## config.mk

```make
export PLATFORM = sky130hd
export DESIGN_NAME = csf_prep
export DESIGN_NICKNAME = d
export VERILOG_FILES = /design/src/design/csf_pkg.sv /design/src/design/csf_prep.sv
export SDC_FILE = /design/constraint.sdc
export NUM_CORES = 2
export LEC_CHECK = 0
export ABC_AREA = 1
export BUFFER_PORTS_ARGS = -buffer_cell sky130_fd_sc_hd__buf_2
export CELL_PAD_IN_SITES_DETAIL_PLACEMENT = 1
export CELL_PAD_IN_SITES_GLOBAL_PLACEMENT = 1
export CORE_MARGIN = 1
export CORE_UTILIZATION = 45
export CTS_CLUSTER_DIAMETER = 30
export DETAILED_ROUTE_END_ITERATION = 10
export PLACE_DENSITY = 0.82
export REMOVE_ABC_BUFFERS = 1
export SLEW_MARGIN = 20
export SYNTH_ARGS = -nofsm -noshare
export SYNTH_HDL_FRONTEND = slang
export SYNTH_SLANG_ARGS = --single-unit
```

## constraint.sdc

```tcl
create_clock -name clk -period 5.92 [get_ports clk]
set_input_delay 1.184 -clock clk [delete_from_list [all_inputs] [get_ports clk]]
set_output_delay 1.184 -clock clk [all_outputs]
set_load 0.05 [all_outputs]
```

## src/design/csf_pkg.sv

```systemverilog
`timescale 1ns / 1ps
`default_nettype none

package csf_pkg;

  // fixed field widths of the stream payload
  localparam int LAG_W  = 16;
  localparam int CORR_W = 16;
  localparam int K_W    = 16;

  // quotient bits kept by the divider, enough to cover the saturation limit
  localparam int QB = 17;

  // slice width of the pipelined product multiplier
  localparam int MUL_CW = 16;

  // largest value the fraction output may take for a given fraction width
  function automatic int csf_top_value(input int f);
    int v;
    v = (f >= K_W) ? ((1 << K_W) - 1) : (1 << f);
    return v;
  endfunction

endpackage

`default_nettype wire

```

## src/design/csf_prep.sv

```systemverilog
`timescale 1ns / 1ps
`default_nettype none

module csf_prep import csf_pkg::*; #(
  parameter int F = 15
) (
  input  wire logic                     clk,
  input  wire logic                     rst_n,
  input  wire logic                     en,
  input  wire logic                     valid_i,
  input  wire logic [LAG_W-1:0]         lag_i,
  input  wire logic signed [CORR_W-1:0] mcorr_i,
  input  wire logic signed [CORR_W-1:0] rcorr_i,
  input  wire logic                     last_i,
  output logic                          valid_o,
  output logic [LAG_W-1:0]              lag_o,
  output logic                          last_o,
  output logic                          flag_o,
  output logic                          gt_o,
  output logic [F+1:0]                  num_o,
  output logic [2*F+1:0]                a_o,
  output logic [2*F:0]                  p_o,
  output logic [2*F:0]                  q_o
);

  localparam int RW = F + 2;
  localparam int EW = (RW > CORR_W + 1) ? RW : CORR_W + 1;
  localparam logic signed [EW-1:0] ONE_E = EW'(1) << F;
  localparam logic signed [EW-1:0] NEG_ONE_E = -ONE_E;
  localparam logic signed [2*RW-1:0] ONE2 = (2*RW)'(1) << (2*F);

  logic signed [EW-1:0] m_ext, s_ext;
  logic signed [RW-1:0] r_sat, s_sat;
  logic                 sat_flag;

  logic                 v0_r, v1_r;
  logic [LAG_W-1:0]     lag0_r, lag1_r;
  logic                 last0_r, last1_r, flag0_r, flag1_r, gt1_r;
  logic signed [RW-1:0] r0_r, s0_r;
  logic [F+1:0]         num1_r;
  logic [2*F+1:0]       a1_r;
  logic [2*F:0]         p1_r, q1_r;

  logic signed [2*RW-1:0] rs, rr, ss, a_full, p_full, q_full;
  logic signed [RW:0]     diff;

  // saturate both correlations to plus or minus one
  assign m_ext = EW'(mcorr_i);
  assign s_ext = EW'(rcorr_i);

  always_comb begin
    sat_flag = 1'b0;
    if (m_ext > ONE_E) begin
      r_sat = RW'(ONE_E);
      sat_flag = 1'b1;
    end else if (m_ext < NEG_ONE_E) begin
      r_sat = RW'(NEG_ONE_E);
      sat_flag = 1'b1;
    end else begin
      r_sat = RW'(m_ext);
    end
    if (s_ext > ONE_E) begin
      s_sat = RW'(ONE_E);
      sat_flag = 1'b1;
    end else if (s_ext < NEG_ONE_E) begin
      s_sat = RW'(NEG_ONE_E);
      sat_flag = 1'b1;
    end else begin
      s_sat = RW'(s_ext);
    end
  end

  // products and one-minus terms with doubled fraction bits
  assign rs     = r0_r * s0_r;
  assign rr     = r0_r * r0_r;
  assign ss     = s0_r * s0_r;
  assign a_full = ONE2 - rs;
  assign p_full = ONE2 - rr;
  assign q_full = ONE2 - ss;
  assign diff   = (RW+1)'(r0_r) - (RW+1)'(s0_r);

  // stage valid bits
  always_ff @(posedge clk) begin
    if (!rst_n) begin
      v0_r <= 1'b0;
      v1_r <= 1'b0;
    end else if (en) begin
      v0_r <= valid_i;
      v1_r <= v0_r;
    end
  end

  // stage payload
  always_ff @(posedge clk) begin
    if (en) begin
      lag0_r  <= lag_i;
      last0_r <= last_i;
      flag0_r <= sat_flag;
      r0_r    <= r_sat;
      s0_r    <= s_sat;
      lag1_r  <= lag0_r;
      last1_r <= last0_r;
      flag1_r <= flag0_r;
      gt1_r   <= (r0_r > s0_r);
      num1_r  <= diff[F+1:0];
      a1_r    <= a_full[2*F+1:0];
      p1_r    <= p_full[2*F:0];
      q1_r    <= q_full[2*F:0];
    end
  end

  assign valid_o = v1_r;
  assign lag_o   = lag1_r;
  assign last_o  = last1_r;
  assign flag_o  = flag1_r;
  assign gt_o    = gt1_r;
  assign num_o   = num1_r;
  assign a_o     = a1_r;
  assign p_o     = p1_r;
  assign q_o     = q1_r;

endmodule

`default_nettype wire

```

==> flow_metrics.tcl <==
set metrics [dict create \
    coreArea_sq_mm 0.08369 \
    drt-initial-drc-count 1861 \
    drt_wl_total_um 128500 \
    synth_area_leaders "fa_1 40%, edfxtp_1 14%, inv_1 14%, ha_1 12%, nand2_1 8.6%" \
    multi_input_area_sq_mm 0.02824 \
    place_hpwl_um 92030 \
    finalCritPeriodShare_pct 105.3 \
    drive_above_1_share_pct 15.79 \
    cts_buffers 17 \
    grt_max_degree 108 \
    cp_max_fo 8 \
    fin_skew_ps 30.08 \
    holdCritStartpoint "lag0_r[7]" \
    min_delay_worst_endpoint "lag_o[7]" \
    r2r_slack_ps -310 \
    grt_overflow 0 \
    drtPass1Iterations 6 \
    synth_seq_cells 178 \
    clk_path_buf_depth 2 \
    rsz0062_at_grt "true" \
    r2r-end "a_o[22]" \
    hold_viol 0 \
    synth_flop_cell "edfxtp_1" \
    crit_path_end_kind "flip-flop" \
    clkTransAtPathRegs_ps 110 \
    via_per_inst 5.242 \
    critPathRequiredTime_ps 6300 \
    synth_area_per_cell_sq_um 8.716 \
    ys_seq_area_share_pct 13.99 \
    cts.sinks 178 \
    antenna_found_initial 5 \
    synthCells 4366 \
    period_minus_slack_ps 6231 \
    yosys_warnings 0 \
    antenna_left 0 \
    cts_hold_buf 0 \
    cp_slowest_stage_delay_ps 730 \
    netlist_area_sq_mm 0.03805 \
    die_x_um 292.8 \
    cp_slowest_cell "fa_1" \
    grt_pass1_vias 34150 \
    fp.dieH_um 292.8 \
    cp_num_buf_inv 6 \
    cts_root_buf "clkbuf_16" \
    yosysUniqueCellTypes 54 \
    synth_edf_count 176 \
    num_rows 106 \
    routedWlPerCell_um 22.04 \
    area_growth_pct 16.14 \
    relSlewSlack_pct 46.95 \
    dieArea_sq_mm 0.08573 \
    crit_family "adder cells" \
    r2r_start "s0_r[5]" \
    yosysTopAreaCellShare_pct 40.19 \
    port_buffers 182 \
    cpMostUsedCell "fa_1" \
    setup_viol 24 \
    layout.area.seq_sq_mm 0.005325 \
    synth_largest_area_cell "fa_1" \
    setup_ws_ps -311.1 \
    tritoncts "built" \
    criticalPathCategory "reg -> reg" \
    io_pins 184 \
    ff2ff_path_depth 22 \
    final_core_util_pct 52.81 \
    cp.arrival_ps 6610 \
    synth.top_cells.by_count "1381 x inv_1, 876 x nand2_1, 764 x fa_1" \
    start_kind "flip-flop" \
    crit_chain "buf_4 > buf_12 > buf_8 > nand2_2 > fa_1 > inv_2 > fa_1 > fa_1 > fa_1 > fa_1 > fa_1 > inv_1 > ha_4 > nand2_1 > inv_2 > nand2_1 > nor3_4 > nand4_1 > nand3b_1 > nand2_1 > nand2_2 > xor2_2" \
    min_path_type "reg -> reg" \
    gp_congestion 0.9091 \
    hold_depth 0 \
    grt_pass1_wl_um 180200 \
    async_flop_share_pct 0 \
    worst_slew_pin_slew_ps 795.8 \
    clock_latency_ps 560 \
    initial_utilization_pct 45.47 \
    nets 5853 \
    grt_util_all_layers_pct 27.32 \
    htree_levels 4 \
    slew_violations 0 \
    synth.most_common_cell "inv_1" \
    fmax_ghz 0.1605 \
    fillers 9734 \
    violations "negative setup slack" \
    post-route-drc-count 0 \
    status "finished with violations" \
    cap_violations 0 \
    vias 30570 \
]
metrics by stage:
stage	cells	cell area (sq um)	hold WS, ps	TNS, ps	setup slack (ps)
after floorplan	4248	37560	400.3	-192.7	-75.92
after global placement	5732	41540	400.9	-23.65	-12.54
after detailed placement	5732	41540	405.6	-753.8	-177.4
after CTS	5773	42390	426.5	0	1.217
after global routing	5829	44190	428.9	-7503	-373.9
final	5831	44190	424.4	-3527	-311.1
layout make-up:
type                       instances  share of cell area, %
multi-input combinational       2677                  63.90
sequential                       178                  12.05
inverter                        1393                  11.84
timing repair buffer             414                  7.613
tap                             1134                  3.210
clock buffer                      17                 0.9626
clock inverter                    15                 0.4077
antenna                            3                0.01699
flip-flops by register name, indices dropped and copies added, names as in the netlist:
| register | flops |
|---|---|
| last0_r | 1 |
| last_o | 1 |
| valid_o | 1 |
| num_o | 17 |
| lag0_r | 16 |
| s0_r | 16 |
| q_o | 30 |
| v0_r | 1 |
| lag_o | 16 |
| p_o | 30 |
| gt_o | 1 |
| r0_r | 16 |
| a_o | 32 |
worst reg2reg max path: cells and delay by family, from the launching register on:
family | cells | cell delay [ps]
flip-flops | 1 | 340
buffers and inverters | 6 | 700
AND/OR/NAND/NOR | 8 | 1020
adder cells (fa/ha/maj) | 7 | 3780
XOR/XNOR | 1 | 190
how the worst max path moves through the flow:
stage                     startpoint  endpoint  slack, ps  cells past startpoint
final                        s0_r[5]   a_o[22]       -310                     22
after global placement       s0_r[3]   a_o[30]        -10                     16
after detailed placement     s0_r[3]   q_o[30]       -180                     21
after floorplan             r0_r[16]   a_o[31]        -80                     19
after CTS                    s0_r[5]   a_o[30]          1                     21
after global routing         s0_r[5]   a_o[24]       -370                     21
routing by layer:
layer | part of all wire (%) | GRT usage (%)
met4 | 5.4 | 10.28
met3 | 6.2 | 4.173
met5 | 0.017 | 0
met2 | 52 | 49.77
met1 | 37 | 32.28
cells in the final DEF (no fill, tap or decap), types with 32 or more instances in the layout:
master / n
nand2_1: 826
xnor2_1: 48
buf_12: 34
o21ai_1: 32
a21oi_2: 34
buf_2: 181
buf_4: 171
inv_1: 1359
nand2_2: 51
nand3_1: 79
ha_4: 39
ha_1: 306
a21oi_1: 80
xor2_1: 70
nor2_1: 121
inv_2: 32
fa_1: 738
edfxtp_1: 176
cell families after synthesis:
logic type,after synthesis,share of synthesized area (%)
AND/OR/NAND/NOR,1193,12.59
flip-flops,178,13.99
AO/OA/AOI/OAI,242,3.683
XOR/XNOR,122,2.808
adder cells (fa/ha/maj),1119,51.87
buffers and inverters,1511,15.05
other,1,0.009855
what timing repair did:
| item | 4_1_cts | 5_1_grt |
|---|---|---|
| resized for setup | 35 | 297 |
| endpoints found under the setup margin | 20 | 47 |
| pin swaps | 3 | 101 |
| setup buffers | 8 | 43 |
| cloned | 1 | 12 |
Power is not shown: default switching activity piles up to over one toggle a cycle in this logic, so the estimate is an artifact.
