## src/design/csf_pkg.sv

```systemverilog
`timescale 1ns / 1ps
`default_nettype none

package csf_pkg;

  // fixed field widths of the stream payload
  localparam int LAG_W  = 16;
  localparam int CORR_W = 16;
  localparam int K_W    = 16;

  // quotient bits kept by the divider, enough to cover the saturation limit
  localparam int QB = 17;

  // slice width of the pipelined product multiplier
  localparam int MUL_CW = 16;

  // largest value the fraction output may take for a given fraction width
  function automatic int csf_top_value(input int f);
    int v;
    v = (f >= K_W) ? ((1 << K_W) - 1) : (1 << f);
    return v;
  endfunction

endpackage

`default_nettype wire

```

## src/design/csf_div.sv

```systemverilog
`timescale 1ns / 1ps
`default_nettype none

module csf_div import csf_pkg::*; #(
  parameter int F = 15
) (
  input  wire logic             clk,
  input  wire logic             rst_n,
  input  wire logic             en,
  input  wire logic             valid_i,
  input  wire logic [2*F+1:0]   a_i,
  input  wire logic [2*F:0]     y_i,
  input  wire logic [F+1:0]     num_i,
  input  wire logic             gt_i,
  input  wire logic             flag_i,
  input  wire logic [LAG_W-1:0] lag_i,
  input  wire logic             last_i,
  output logic                  valid_o,
  output logic [LAG_W-1:0]      lag_o,
  output logic [K_W-1:0]        k_o,
  output logic                  flag_o,
  output logic                  last_o
);

  localparam int DENW = 2 * F + 2;
  localparam int DW   = (3 * F + 3 > DENW + QB) ? 3 * F + 3 : DENW + QB;
  localparam int TOP_I   = csf_top_value(F);
  localparam int LIMIT_I = 2 * TOP_I + 1;
  localparam logic [K_W-1:0] TOP   = K_W'(TOP_I);
  localparam logic [QB-1:0]  LIMIT = QB'(LIMIT_I);
  localparam int SW = LAG_W + 4;

  logic [DENW-1:0] den;
  logic [DW-1:0]   dvd;

  // setup stage
  logic            v0_r, over0_r;
  logic [DENW-1:0] den0_r;
  logic [DW-1:0]   rem0_r;
  logic [SW-1:0]   side0_r;

  // quotient stages
  logic            v_r    [QB];
  logic            over_r [QB];
  logic [DENW-1:0] den_r  [QB];
  logic [DW-1:0]   rem_r  [QB];
  logic [QB-1:0]   quo_r  [QB];
  logic [SW-1:0]   side_r [QB];
  logic [DW+QB-1:0] step_nxt [QB];

  // output stage
  logic             vf_r, flagf_r, lastf_r;
  logic [LAG_W-1:0] lagf_r;
  logic [K_W-1:0]   kf_r;
  logic [K_W-1:0]   k_nxt;
  logic             flag_nxt;
  logic [QB:0]      rnd;
  logic             gt_l, flag_l;

  // restoring division bit
  function automatic logic [DW+QB-1:0] div_step(input logic [DW-1:0] rem,
                                                input logic [QB-1:0] quo,
                                                input logic [DENW-1:0] dn,
                                                input int i);
    logic [DW-1:0] dsh;
    logic [DW-1:0] rem_o;
    logic [QB-1:0] quo_o;
    dsh   = DW'(dn) << i;
    rem_o = rem;
    quo_o = quo;
    if (rem >= dsh) begin
      rem_o = rem - dsh;
      quo_o = quo | (QB'(1) << i);
    end
    return {rem_o, quo_o};
  endfunction

  // denominator and early overflow check (a zero denominator lands here too)
  assign den = a_i + DENW'(y_i);
  assign dvd = DW'(num_i) << (2 * F + 1);

  always_comb begin
    step_nxt[0] = div_step(rem0_r, '0, den0_r, QB - 1);
    for (int j = 1; j < QB; j++) begin
      step_nxt[j] = div_step(rem_r[j-1], quo_r[j-1], den_r[j-1], QB - 1 - j);
    end
  end

  // round to nearest and saturate
  assign rnd    = {1'b0, quo_r[QB-1]} + (QB+1)'(1);
  assign gt_l   = side_r[QB-1][1];
  assign flag_l = side_r[QB-1][0];

  always_comb begin
    k_nxt    = '0;
    flag_nxt = flag_l;
    if (gt_l) begin
      if (over_r[QB-1] || (quo_r[QB-1] >= LIMIT)) begin
        k_nxt    = TOP;
        flag_nxt = 1'b1;
      end else begin
        k_nxt = rnd[K_W:1];
      end
    end
  end

  // valid bits
  always_ff @(posedge clk) begin
    if (!rst_n) begin
      v0_r <= 1'b0;
      vf_r <= 1'b0;
      for (int j = 0; j < QB; j++) begin
        v_r[j] <= 1'b0;
      end
    end else if (en) begin
      v0_r   <= valid_i;
      v_r[0] <= v0_r;
      for (int j = 1; j < QB; j++) begin
        v_r[j] <= v_r[j-1];
      end
      vf_r <= v_r[QB-1];
    end
  end

  // payload
  always_ff @(posedge clk) begin
    if (en) begin
      den0_r  <= den;
      rem0_r  <= dvd;
      over0_r <= (dvd >= (DW'(den) << QB));
      side0_r <= {lag_i, last_i, 1'b0, gt_i, flag_i};
      den_r[0]  <= den0_r;
      over_r[0] <= over0_r;
      side_r[0] <= side0_r;
      for (int j = 1; j < QB; j++) begin
        den_r[j]  <= den_r[j-1];
        over_r[j] <= over_r[j-1];
        side_r[j] <= side_r[j-1];
      end
      for (int j = 0; j < QB; j++) begin
        rem_r[j] <= step_nxt[j][DW+QB-1:QB];
        quo_r[j] <= step_nxt[j][QB-1:0];
      end
      lagf_r  <= side_r[QB-1][SW-1:4];
      lastf_r <= side_r[QB-1][3];
      kf_r    <= k_nxt;
      flagf_r <= flag_nxt;
    end
  end

  // bit 2 of the side word is unused spare for alignment
  assign valid_o = vf_r;
  assign lag_o   = lagf_r;
  assign k_o     = kf_r;
  assign flag_o  = flagf_r;
  assign last_o  = lastf_r;

endmodule

`default_nettype wire

```

## config.mk

```make
export PLATFORM = sky130hd
export DESIGN_NAME = csf_div
export DESIGN_NICKNAME = d
export VERILOG_FILES = /design/src/design/csf_pkg.sv /design/src/design/csf_div.sv
export SDC_FILE = /design/constraint.sdc
export NUM_CORES = 2
export LEC_CHECK = 0
export BUFFER_PORTS_ARGS = -buffer_cell sky130_fd_sc_hd__buf_2
export CAP_MARGIN = 20
export CORE_MARGIN = 3
export CORE_UTILIZATION = 64
export CTS_CLUSTER_DIAMETER = 40
export CTS_CLUSTER_SIZE = 24
export DETAILED_ROUTE_END_ITERATION = 12
export PLACE_DENSITY_LB_ADDON = 0.05
export SKIP_LAST_GASP = 1
export SYNTH_ARGS = -nofsm -noshare
export SYNTH_HDL_FRONTEND = slang
export SYNTH_SLANG_ARGS = --single-unit
export TNS_END_PERCENT = 100
```

## constraint.sdc

```tcl
create_clock -name clk -period 5.5 [get_ports clk]
set_input_delay 0.55 -clock clk [delete_from_list [all_inputs] [get_ports clk]]
set_output_delay 0.55 -clock clk [all_outputs]
set_load 0.02 [all_outputs]
```

==> run_results.csv <==
group,metric,value,unit
outcome,status,"completed",
floorplanning,die_w,386,um
timing,setup_viol,0,
floorplanning,core_area,143000,um2
yosys,yosys_warnings,0,
worst_setup_path,timing.rr.start,"den_r[0][384]",
worst_setup_path,worstSetupEndpointType,"register",
global_route,gr-total-overflow,0,
global_route,antenna_found_initial,3,
drt,route.detailed.drc,0,
worst_setup_path,critPathKind,"primary input to register",
pwr,p_per_area,527,nW/um2
timing,skew,0.0548,ns
layout,multi_input_area,36000,um2
global_route,grt_usage,0.258,
layout,utilization,0.727,
yosys,ys_ff_latch,1775,
yosys,netlist_area,92500,um2
layout,nFillCells,9357,
floorplanning,num_rows,138,
timing,slew_headroom,0.304,
drt,first_pass_iters,6,
clock_network,tritoncts,"done",
worst_setup_path,r2r_cells,12,
timing,tightest_slew,1.04,ns
clock_network,cts_buffers,217,
timing,rsz0062_at_grt,"false",
yosys,synth_area_leader_cell,"edfxtp_1",
worst_setup_path,path_max_fanout,3,
worst_setup_path,crit_start,"y_i[0]",
yosys,synthArstFlopShare,0,
worst_setup_path,cp-endpoint,"over0_r",
timing,holdWs,0.0994,ns
timing,fin_crit,4.95,ns
floorplanning,boundaryPins,138,
yosys,synth_common_cells,"1773 x edfxtp_1, 690 x inv_1, 614 x a21oi_1",
clock_network,h-tree-depth,4,
place,port_buffers,137,
yosys,synth_edf_count,1773,
layout,nets,8911,
flow_run,max_cap_viol_count,0,
drt,final_antenna_net_count,0,
global_route,grt_pass1_vias,62400,
clock_network,cts_resized,0,
clock_network,cts_sinks,1775,
layout,area_growth,12.1,%
yosys,synth_seq_area_share,0.576,
clock_network,cts-hold-fix-buffers,39,
floorplanning,die_h,386,um
timing,finalSetupTns,0,ns
yosys,syn-num-nets,8650,
place,place_ws,0.242,ns
worst_setup_path,crit_path_max_incr_delay,0.52,ns
yosys,synthCells,7952,
worst_setup_path,r2r_slack,0.92,ns
yosys,avgSynthCellArea,11.6,um2
drt,vias,61000,
worst_setup_path,timing.rr.end,"rem_r[0][685]",
clock_network,cts.reportedPaths.clkPinSlew,0.07,ns
global_route,grt_pass1_wl,308,mm
yosys,ys_types,98,
layout,drive_above_1_share,0.0874,
global_route,grt_max_degree,154,
place,dpl.hpwl,141,mm
worst_setup_path,required,6.18,ns
drt,drt_iter0_markers,3943,
place,place.gp.congestion,1.01,
pwr,power,54700,uW
clock_network,clk_latency,0.84,ns
layout,regArea,53300,um2
clock_network,root_buffer,"clkbuf_16",
yosys,yosysMostFrequentCell,"edfxtp_1",
timing,hold_viol_final,0,
timing,drv_slew,0,
drt,drt-vias-per-instance,5.92,
clock_network,cts_setup_buffers,0,
timing,setup_ws,0.547,ns
pwr,ir_worst_vdd,0.310,mV
pwr,leakage,0.0413,uW
drt,wl,193,mm
yosys,synth_top_area_frac,0.575,
timing,fmax,202,MHz
worst_setup_path,cpMaxStageDelayCell,"dlygate4sd3_1",
worst_setup_path,crit_chain,"dlygate4sd3_1 -> buf_2 -> ha_1 -> fa_1 -> a211oi_1 -> o21ai_0 -> nand4_1 -> nand2_1 -> a311oi_1 -> o21bai_1 -> a21oi_1 -> xor2_1 -> ha_1 -> nand4_1 -> or4_1 -> nor4_1 -> nand4bb_1 -> nor4_1 -> o21ai_0 -> a21oi_1",
clock_network,cts.path.max_buffers,3,
yosys,yosys_most_used_dff,"edfxtp_1",
floorplanning,dieArea,149000,um2
drt,wl_per_cell,18.7,um
worst_setup_path,cp.arrival,5.63,ns
floorplanning,start_util,0.649,
yosys,synth_area_leaders,"edfxtp_1 58%, ha_1 7.8%, a21oi_1 3.3%",
worst_hold_path,hold_path_class,"primary input to register",
worst_setup_path,start_kind,"primary input",
timing,timing.final.crit_share,0.901,
## routing by layer
layer / share of wire / vias to the layer above / routed length, um / GRT usage
met5: 0 / - / 0 / 0
met4: 0.071 / 0 / 13700 / 0.172
met3: 0.034 / 677 / 6520 / 0.0322
met2: 0.55 / 1748 / 106000 / 0.507
met1: 0.35 / 28700 / 66800 / 0.249
li1: - / 29900 / - / -
## critical path: cells and delay by family
family	cells	cell delay (ns)
AOI/OAI and AO/OA	7	1.78
and+or+nand+nor	7	1.56
buffers and inverters	2	0.64
xor gates and xnor gates	1	0.12
adders and majority gates	3	0.99
## final cells by class
class | count | share of cell area
clock buffers | 233 | 0.0531
multi-input cells | 5291 | 0.347
clock inverters | 179 | 0.0220
repair buffers | 236 | 0.0165
flip-flops and latches | 1775 | 0.514
inverters | 692 | 0.0250
well taps | 1890 | 0.0228
diodes | 2 | 0.0000482
## sequential cells by signal (all words and copies together) (netlist names)
signal,count
lag_o,16
rem_r,648
k_o,16
rem0_r,17
quo_r,153
last_o,1
over_r,17
over0_r,1
den_r,512
side_r,323
side0_r,19
valid_o,1
v0_r,1
flag_o,1
den0_r,32
v_r,17
## cells by family (layout without fill, tap and decap cells)
family | after synthesis | count (layout) | share of synthesized area
buffers and inverters | 886 | 1340 | 0.0365
other | 0 | 2 | 0
AO/OA/AOI/OAI | 2037 | 2037 | 0.138
adder cells (fa/ha/maj) | 595 | 595 | 0.0817
multiplexers | 57 | 57 | 0.00690
flip-flops | 1775 | 1775 | 0.576
XOR/XNOR | 600 | 600 | 0.0568
AND/OR/NAND/NOR | 2002 | 2002 | 0.105
## worst min-delay path by stage
stage                   start      endpoint  depth (start not counted)
2_1_floorplan  side_r[0][324]      lag_o[0]                          0
3_3_place_gp   side_r[0][326]      lag_o[2]                          0
3_5_place_dp     over_r[0][0]  over_r[0][1]                          0
4_1_cts               a_i[31]    den0_r[31]                          2
5_1_grt               a_i[31]    den0_r[31]                          2
6_report              a_i[31]    den0_r[31]                          2
## where the power goes
group          total (uW)  switching (uW)  internal (uW)
Clock               14700            6190           8480
Sequential          20400            1560          18900
Combinational       19600           11300           8240
## layout by cell type, fill, tap and decap left out, drive strengths merged, types with 16 or more instances in the layout
cell / n
nand4: 103
a21oi: 614
xor2: 284
a31oi: 50
dlygate4sd3: 39
nor2b: 81
inv: 748
o31a: 26
nor3: 119
o21ai: 541
ha: 579
buf: 197
nand2: 602
o21a: 79
edfxtp: 1773
or3: 49
clkinv: 90
xnor2: 316
a2111oi: 21
o31ai: 40
o21bai: 61
a21o: 306
clkbuf: 233
nor2: 503
or2: 35
nand3b: 20
nand3: 132
nor4: 75
bufinv: 18
and2: 37
o211ai: 39
mux2: 54
and3: 67
or4: 27
a211o: 21
a21boi: 21
nand2b: 97
fa: 16
a211oi: 58
## per-stage QoR
step,instance area (um2),cells
2_1_floorplan,92500,7952
3_3_place_gp,95600,9844
3_5_place_dp,95600,9844
4_1_cts,104000,10300
5_1_grt,104000,10300
6_report,104000,10300
No activity file was read; power rests on OpenSTA's default activity.
