===== config.mk =====
export PLATFORM = sky130hd
export DESIGN_NAME = csf_mul
export DESIGN_NICKNAME = d
export VERILOG_FILES = /design/src/design/csf_pkg.sv /design/src/design/csf_mul.sv
export SDC_FILE = /design/constraint.sdc
export NUM_CORES = 2
export LEC_CHECK = 0
export BUFFER_PORTS_ARGS = -buffer_cell sky130_fd_sc_hd__buf_2
export CAP_MARGIN = 25
export CORE_MARGIN = 2
export CORE_UTILIZATION = 40
export DETAILED_ROUTE_END_ITERATION = 7
export GPL_ROUTABILITY_DRIVEN = 0
export MAX_ROUTING_LAYER = met4
export RECOVER_POWER = 25
export SYNTH_ARGS = -nofsm -noshare
export SYNTH_HDL_FRONTEND = slang
export SYNTH_SLANG_ARGS = --single-unit
export TNS_END_PERCENT = 1

===== constraint.sdc =====
create_clock -name clk -period 7.7 [get_ports clk]
set_input_delay 0.385 -clock clk [delete_from_list [all_inputs] [get_ports clk]]
set_output_delay 0.385 -clock clk [all_outputs]
set_load 0.005 [all_outputs]

===== src/design/csf_pkg.sv =====
`timescale 1ns / 1ps
`default_nettype none

package csf_pkg;

  // fixed field widths of the stream payload
  localparam int LAG_W  = 16;
  localparam int CORR_W = 16;
  localparam int K_W    = 16;

  // quotient bits kept by the divider, enough to cover the saturation limit
  localparam int QB = 17;

  // slice width of the pipelined product multiplier
  localparam int MUL_CW = 16;

  // largest value the fraction output may take for a given fraction width
  function automatic int csf_top_value(input int f);
    int v;
    v = (f >= K_W) ? ((1 << K_W) - 1) : (1 << f);
    return v;
  endfunction

endpackage

`default_nettype wire


===== src/design/csf_mul.sv =====
`timescale 1ns / 1ps
`default_nettype none

module csf_mul import csf_pkg::*; #(
  parameter int F   = 15,
  parameter int SBW = 68
) (
  input  wire logic           clk,
  input  wire logic           rst_n,
  input  wire logic           en,
  input  wire logic           valid_i,
  input  wire logic [2*F:0]   p_i,
  input  wire logic [2*F:0]   q_i,
  input  wire logic [SBW-1:0] sb_i,
  output logic                valid_o,
  output logic [4*F:0]        prod_o,
  output logic [SBW-1:0]      sb_o
);

  localparam int OW = 2 * F + 1;
  localparam int PW = 4 * F + 1;
  localparam int NC = (OW + MUL_CW - 1) / MUL_CW;

  logic           v_r   [NC];
  logic [PW-1:0]  acc_r [NC];
  logic [OW-1:0]  p_r   [NC];
  logic [OW-1:0]  q_r   [NC];
  logic [SBW-1:0] sb_r  [NC];
  logic [PW-1:0]  acc_nxt [NC];
  logic [OW-1:0]  q_nxt   [NC];

  // one slice of q times all of p, added at its weight
  function automatic logic [PW-1:0] mul_slice(input logic [PW-1:0] acc,
                                              input logic [OW-1:0] p,
                                              input logic [OW-1:0] q,
                                              input int j);
    logic [PW-1:0] part;
    part = (PW'(p) * PW'(q[MUL_CW-1:0])) << (j * MUL_CW);
    return acc + part;
  endfunction

  // partial product per stage, q shifted down one slice each time
  always_comb begin
    acc_nxt[0] = mul_slice('0, p_i, q_i, 0);
    q_nxt[0]   = q_i >> MUL_CW;
    for (int j = 1; j < NC; j++) begin
      acc_nxt[j] = mul_slice(acc_r[j-1], p_r[j-1], q_r[j-1], j);
      q_nxt[j]   = q_r[j-1] >> MUL_CW;
    end
  end

  // valid bits
  always_ff @(posedge clk) begin
    if (!rst_n) begin
      for (int j = 0; j < NC; j++) begin
        v_r[j] <= 1'b0;
      end
    end else if (en) begin
      v_r[0] <= valid_i;
      for (int j = 1; j < NC; j++) begin
        v_r[j] <= v_r[j-1];
      end
    end
  end

  // payload
  always_ff @(posedge clk) begin
    if (en) begin
      p_r[0]  <= p_i;
      sb_r[0] <= sb_i;
      for (int j = 1; j < NC; j++) begin
        p_r[j]  <= p_r[j-1];
        sb_r[j] <= sb_r[j-1];
      end
      for (int j = 0; j < NC; j++) begin
        acc_r[j] <= acc_nxt[j];
        q_r[j]   <= q_nxt[j];
      end
    end
  end

  assign valid_o = v_r[NC-1];
  assign prod_o  = acc_r[NC-1];
  assign sb_o    = sb_r[NC-1];

endmodule

`default_nettype wire


==> run_summary.xml <==
<?xml version="1.0" encoding="UTF-8"?>
<metrics>
  <group name="routing">
    <metric name="wl_final" unit="um">110000</metric>
    <metric name="top_layer_used" unit="">met4</metric>
    <metric name="wl_met1" unit="um">49400</metric>
    <metric name="viasPerCell" unit="">4.91</metric>
    <metric name="dr_wl_met2" unit="um">50300</metric>
    <metric name="antenna_left" unit="">0</metric>
    <metric name="drt_pass1_iterations" unit="">5</metric>
    <metric name="detail_route.iter0.violations" unit="">1823</metric>
    <metric name="met3WireLength" unit="um">7630</metric>
    <metric name="vias" unit="">29600</metric>
    <metric name="wire_length_per_cell" unit="um">18.2</metric>
    <metric name="drc" unit="">0</metric>
  </group>
  <group name="setup_path">
    <metric name="critical_path.max_stage_delay" unit="ns">0.55</metric>
    <metric name="worstPathRequired" unit="ns">8.04</metric>
    <metric name="arrival_time_of_data_at_the_critical_path_endpoint" unit="ns">8.10</metric>
    <metric name="critical_path.most_common_cell" unit="">sky130_fd_sc_hd__fa_1</metric>
    <metric name="critical_path.slowest_cell" unit="">sky130_fd_sc_hd__fa_1</metric>
    <metric name="critical_path.endpoint_type" unit="">flip-flop</metric>
    <metric name="timing.critical_path.max_delay_family" unit="">adder cells</metric>
    <metric name="worst-path-max-fanout" unit="">6</metric>
    <metric name="timing.reg2reg.setup_slack" unit="ns">-0.05</metric>
    <metric name="critical_path_buf_inv_count" unit="">7</metric>
    <metric name="critical_path_launch_point_type" unit="">flip-flop</metric>
    <metric name="timing.setup.critical_path_class" unit="">reg2reg</metric>
  </group>
  <group name="sta">
    <metric name="slew_viol_final" unit="">0</metric>
    <metric name="worst_slew_pin_slew" unit="ns">1.48</metric>
    <metric name="final_clock_period_utilization_by_the_worst_path" unit="%">101</metric>
    <metric name="period_minus_slack" unit="ns">7.75</metric>
    <metric name="timing_hold_violations_final" unit="">0</metric>
    <metric name="fin_worst_skew" unit="ns">0.0537</metric>
    <metric name="max_slew_margin" unit="%">1.66</metric>
    <metric name="worst_slack" unit="ns">-0.0521</metric>
    <metric name="finalSetupViolCount" unit="">6</metric>
    <metric name="hold_slack" unit="ns">0.123</metric>
    <metric name="rsz0062_at_grt" unit="">yes</metric>
    <metric name="timing.fmax" unit="MHz">129</metric>
  </group>
  <group name="yosys">
    <metric name="post_synth_fa_ha_maj_area_fraction" unit="%">45.7</metric>
    <metric name="mappedNetlistArea" unit="sq mm">0.0421</metric>
    <metric name="synth_top_flop_cell" unit="">sky130_fd_sc_hd__edfxtp_1</metric>
    <metric name="synth-xor-area-share" unit="%">2.62</metric>
    <metric name="yosys_register_bits" unit="">292</metric>
    <metric name="synth_nets" unit="">5428</metric>
    <metric name="async_reset_ff_share" unit="%">0</metric>
    <metric name="synth_largest_type_area_fraction" unit="%">37.0</metric>
    <metric name="synth_edf_count" unit="">292</metric>
    <metric name="yosys.cell_count.top_type" unit="">sky130_fd_sc_hd__inv_1</metric>
    <metric name="synth-compound-area-share" unit="%">5.58</metric>
    <metric name="muxShareOfSynthArea" unit="%">0.0475</metric>
    <metric name="syn-instance-count" unit="">4224</metric>
    <metric name="post_synthesis_mean_instance_area" unit="sq um">9.97</metric>
    <metric name="synth_top_family_by_area" unit="">adder cells</metric>
    <metric name="yosys.area_share.simple" unit="%">13.9</metric>
    <metric name="yosys-top-cells-area" unit="">sky130_fd_sc_hd__fa_1, sky130_fd_sc_hd__edfxtp_1, sky130_fd_sc_hd__ha_1</metric>
    <metric name="post_synthesis_cell_type_count" unit="">75</metric>
    <metric name="yosysSeqAreaShare" unit="%">20.8</metric>
    <metric name="yosysWarningCount" unit="">0</metric>
    <metric name="library_cell_occupying_the_most_area_in_the_post_synthesis_netlist" unit="">sky130_fd_sc_hd__fa_1</metric>
    <metric name="top_cells_by_instance_count_after_synthesis" unit="">sky130_fd_sc_hd__inv_1, sky130_fd_sc_hd__fa_1, sky130_fd_sc_hd__nand2_1</metric>
  </group>
  <group name="die">
    <metric name="initial_utilization" unit="%">40.2</metric>
    <metric name="coreArea" unit="sq mm">0.105</metric>
    <metric name="placementRows" unit="">119</metric>
    <metric name="floorplan.die_area" unit="sq mm">0.108</metric>
    <metric name="die-width" unit="um">328</metric>
    <metric name="floorplan.die.height" unit="um">328</metric>
    <metric name="design.portCount" unit="">264</metric>
  </group>
  <group name="grt">
    <metric name="track_usage" unit="%">21.5</metric>
    <metric name="vias_in_the_first_global_route" unit="">31400</metric>
    <metric name="wire_length_of_the_first_global_routing_pass" unit="um">176000</metric>
    <metric name="grt_start_max_net_pins" unit="">153</metric>
    <metric name="antenna_found_initial" unit="">12</metric>
    <metric name="globalRoute.totalOverflow" unit="">0</metric>
  </group>
  <group name="status">
    <metric name="violations" unit="">setup timing</metric>
    <metric name="outcome" unit="">complete, but fails checks</metric>
  </group>
  <group name="place">
    <metric name="detailedPlacementHpwl" unit="um">88800</metric>
    <metric name="buffer_ports.inserted" unit="">263</metric>
  </group>
  <group name="cells_and_area">
    <metric name="number_of_fillers_in_the_final_layout" unit="">9957</metric>
    <metric name="nNetsFinal" unit="">5801</metric>
    <metric name="final_layout_size_suffix_gt1_share" unit="%">14.7</metric>
    <metric name="area_growth" unit="%">14.6</metric>
  </group>
  <group name="flow_run">
    <metric name="timing.max_cap.violations" unit="">0</metric>
  </group>
  <group name="clock_network">
    <metric name="cts_sinks" unit="">292</metric>
    <metric name="clock_tree.htree_level_count" unit="">1</metric>
    <metric name="clock_path_buffers" unit="">3</metric>
    <metric name="cts-buffers-inserted" unit="">31</metric>
    <metric name="clk-insertion-delay-late" unit="ns">0.64</metric>
    <metric name="clk_pin_slew_worst_paths" unit="ns">0.07</metric>
    <metric name="clock_tree_root" unit="">sky130_fd_sc_hd__clkbuf_16</metric>
    <metric name="clock_tree_from_tritoncts" unit="">built</metric>
  </group>
  <group name="hold_path">
    <metric name="holdCritPathClass" unit="">in2reg</metric>
  </group>
</metrics>
==> sequential cells by signal (all words and copies together) (netlist names) <==
register / count
acc_r: 108
p_r: 31
q_r: 15
sb_r: 136
v_r: 2
==> per-stage QoR <==
step           std cells  setup TNS [ns]  utilization, %  worst slack [ns]  cell area (sq um)
2_1_floorplan       4224               0               -           0.00262              42100
3_3_place_gp        5825           -1.61            43.5            -0.211              45600
3_5_place_dp        5825           -1.76            43.5            -0.244              45600
4_1_cts             5983         -0.0248            45.6           -0.0136              47800
5_1_grt             6016           -4.06            46.0            -0.406              48300
6_report            6016          -0.199            46.0           -0.0521              48300
==> layer usage <==
metal,track usage (%),up-vias
li1,-,13600
met1,30.2,15000
met2,32.9,864
met3,3.36,128
met4,4.71,0
met5,-,-
==> cell type report <==
cell class | count | area (sq um) | area share, %
diodes | 5 | 12.5 | 0.0259
clock buffers | 38 | 802 | 1.66
clock inverters | 18 | 220 | 0.456
inverters | 839 | 3150 | 6.52
multi-input cells | 2787 | 29000 | 60.1
flip-flops and latches | 292 | 8770 | 18.2
well taps | 1391 | 1740 | 3.61
repair buffers | 646 | 4580 | 9.49
==> worst reg2reg max path: cells and delay by family, from the launching register on <==
family | cells | cell delay, ns
XOR/XNOR | 2 | 0.30
AND/OR/NAND/NOR | 6 | 0.83
adder cells (fa/ha/maj) | 8 | 3.63
buffers and inverters | 7 | 0.65
AO/OA/AOI/OAI | 9 | 1.60
flip-flops | 1 | 0.44
==> kinds of logic (layout without fill, tap and decap cells) <==
family                     after synthesis  in the layout
AOI/OAI and AO/OA                      357            357
xor gates and xnor gates               125            125
adders and majority gates             1070           1070
buffers and inverters                 1145           1541
DFF                                    292            292
muxes                                    2              2
other                                    0              5
and+or+nand+nor                       1233           1233
==> path summary, 6_finish.rpt <==
path               startpoint       endpoint  cells after the start
setup / recovery    q_r[0][5]  acc_r[0][113]                     32
hold / removal          rst_n      v_r[0][0]                      2
setup reg to reg    q_r[0][5]  acc_r[0][113]                     32
hold reg to reg   acc_r[0][3]   acc_r[0][64]                      0
==> timing repair <==
| item | 4_1_cts | 5_1_grt |
|---|---|---|
| setup endpoints to repair | 14 | 21 |
| endpoints found under the hold margin | 83 | 0 |
| setup buffers | 19 | 25 |
| pin swaps | 21 | 69 |
| hold buffers | 83 | 0 |
| resized for setup | 40 | 71 |
| gates cloned | 0 | 3 |
==> placed cells by master (no fill, tap or decap), types with 7 or more instances in the layout <==
master	netlist	layout
sky130_fd_sc_hd__a21o_1	51	51
sky130_fd_sc_hd__nor2b_1	10	10
sky130_fd_sc_hd__buf_4	129	270
sky130_fd_sc_hd__a31oi_1	9	7
sky130_fd_sc_hd__buf_2	10	231
sky130_fd_sc_hd__xor2_1	44	43
sky130_fd_sc_hd__ha_1	291	283
sky130_fd_sc_hd__o21ai_1	9	11
sky130_fd_sc_hd__inv_1	839	829
sky130_fd_sc_hd__a211oi_2	2	7
sky130_fd_sc_hd__edfxtp_1	292	292
sky130_fd_sc_hd__and3_1	9	9
sky130_fd_sc_hd__clkbuf_16	0	34
sky130_fd_sc_hd__a21oi_2	0	10
sky130_fd_sc_hd__o21a_1	15	15
sky130_fd_sc_hd__nor2_2	0	7
sky130_fd_sc_hd__and2_1	361	356
sky130_fd_sc_hd__xnor2_1	80	78
sky130_fd_sc_hd__o21ai_0	55	49
sky130_fd_sc_hd__nand4_1	19	19
sky130_fd_sc_hd__fa_1	779	773
sky130_fd_sc_hd__clkbuf_1	167	42
sky130_fd_sc_hd__dlygate4sd3_1	0	83
sky130_fd_sc_hd__a21oi_1	108	98
sky130_fd_sc_hd__buf_12	0	10
sky130_fd_sc_hd__nor3_1	20	16
sky130_fd_sc_hd__a211oi_1	16	10
sky130_fd_sc_hd__nand2_1	677	672
sky130_fd_sc_hd__buf_6	0	13
sky130_fd_sc_hd__nand3_1	22	21
sky130_fd_sc_hd__inv_2	0	10
sky130_fd_sc_hd__o211ai_1	7	7
sky130_fd_sc_hd__nor2_1	75	67
sky130_fd_sc_hd__nand2b_1	13	13
sky130_fd_sc_hd__o31ai_1	8	7
sky130_fd_sc_hd__o21bai_1	17	16
Power is not shown: default switching activity piles up to over one toggle a cycle in this logic, so the estimate is an artifact.
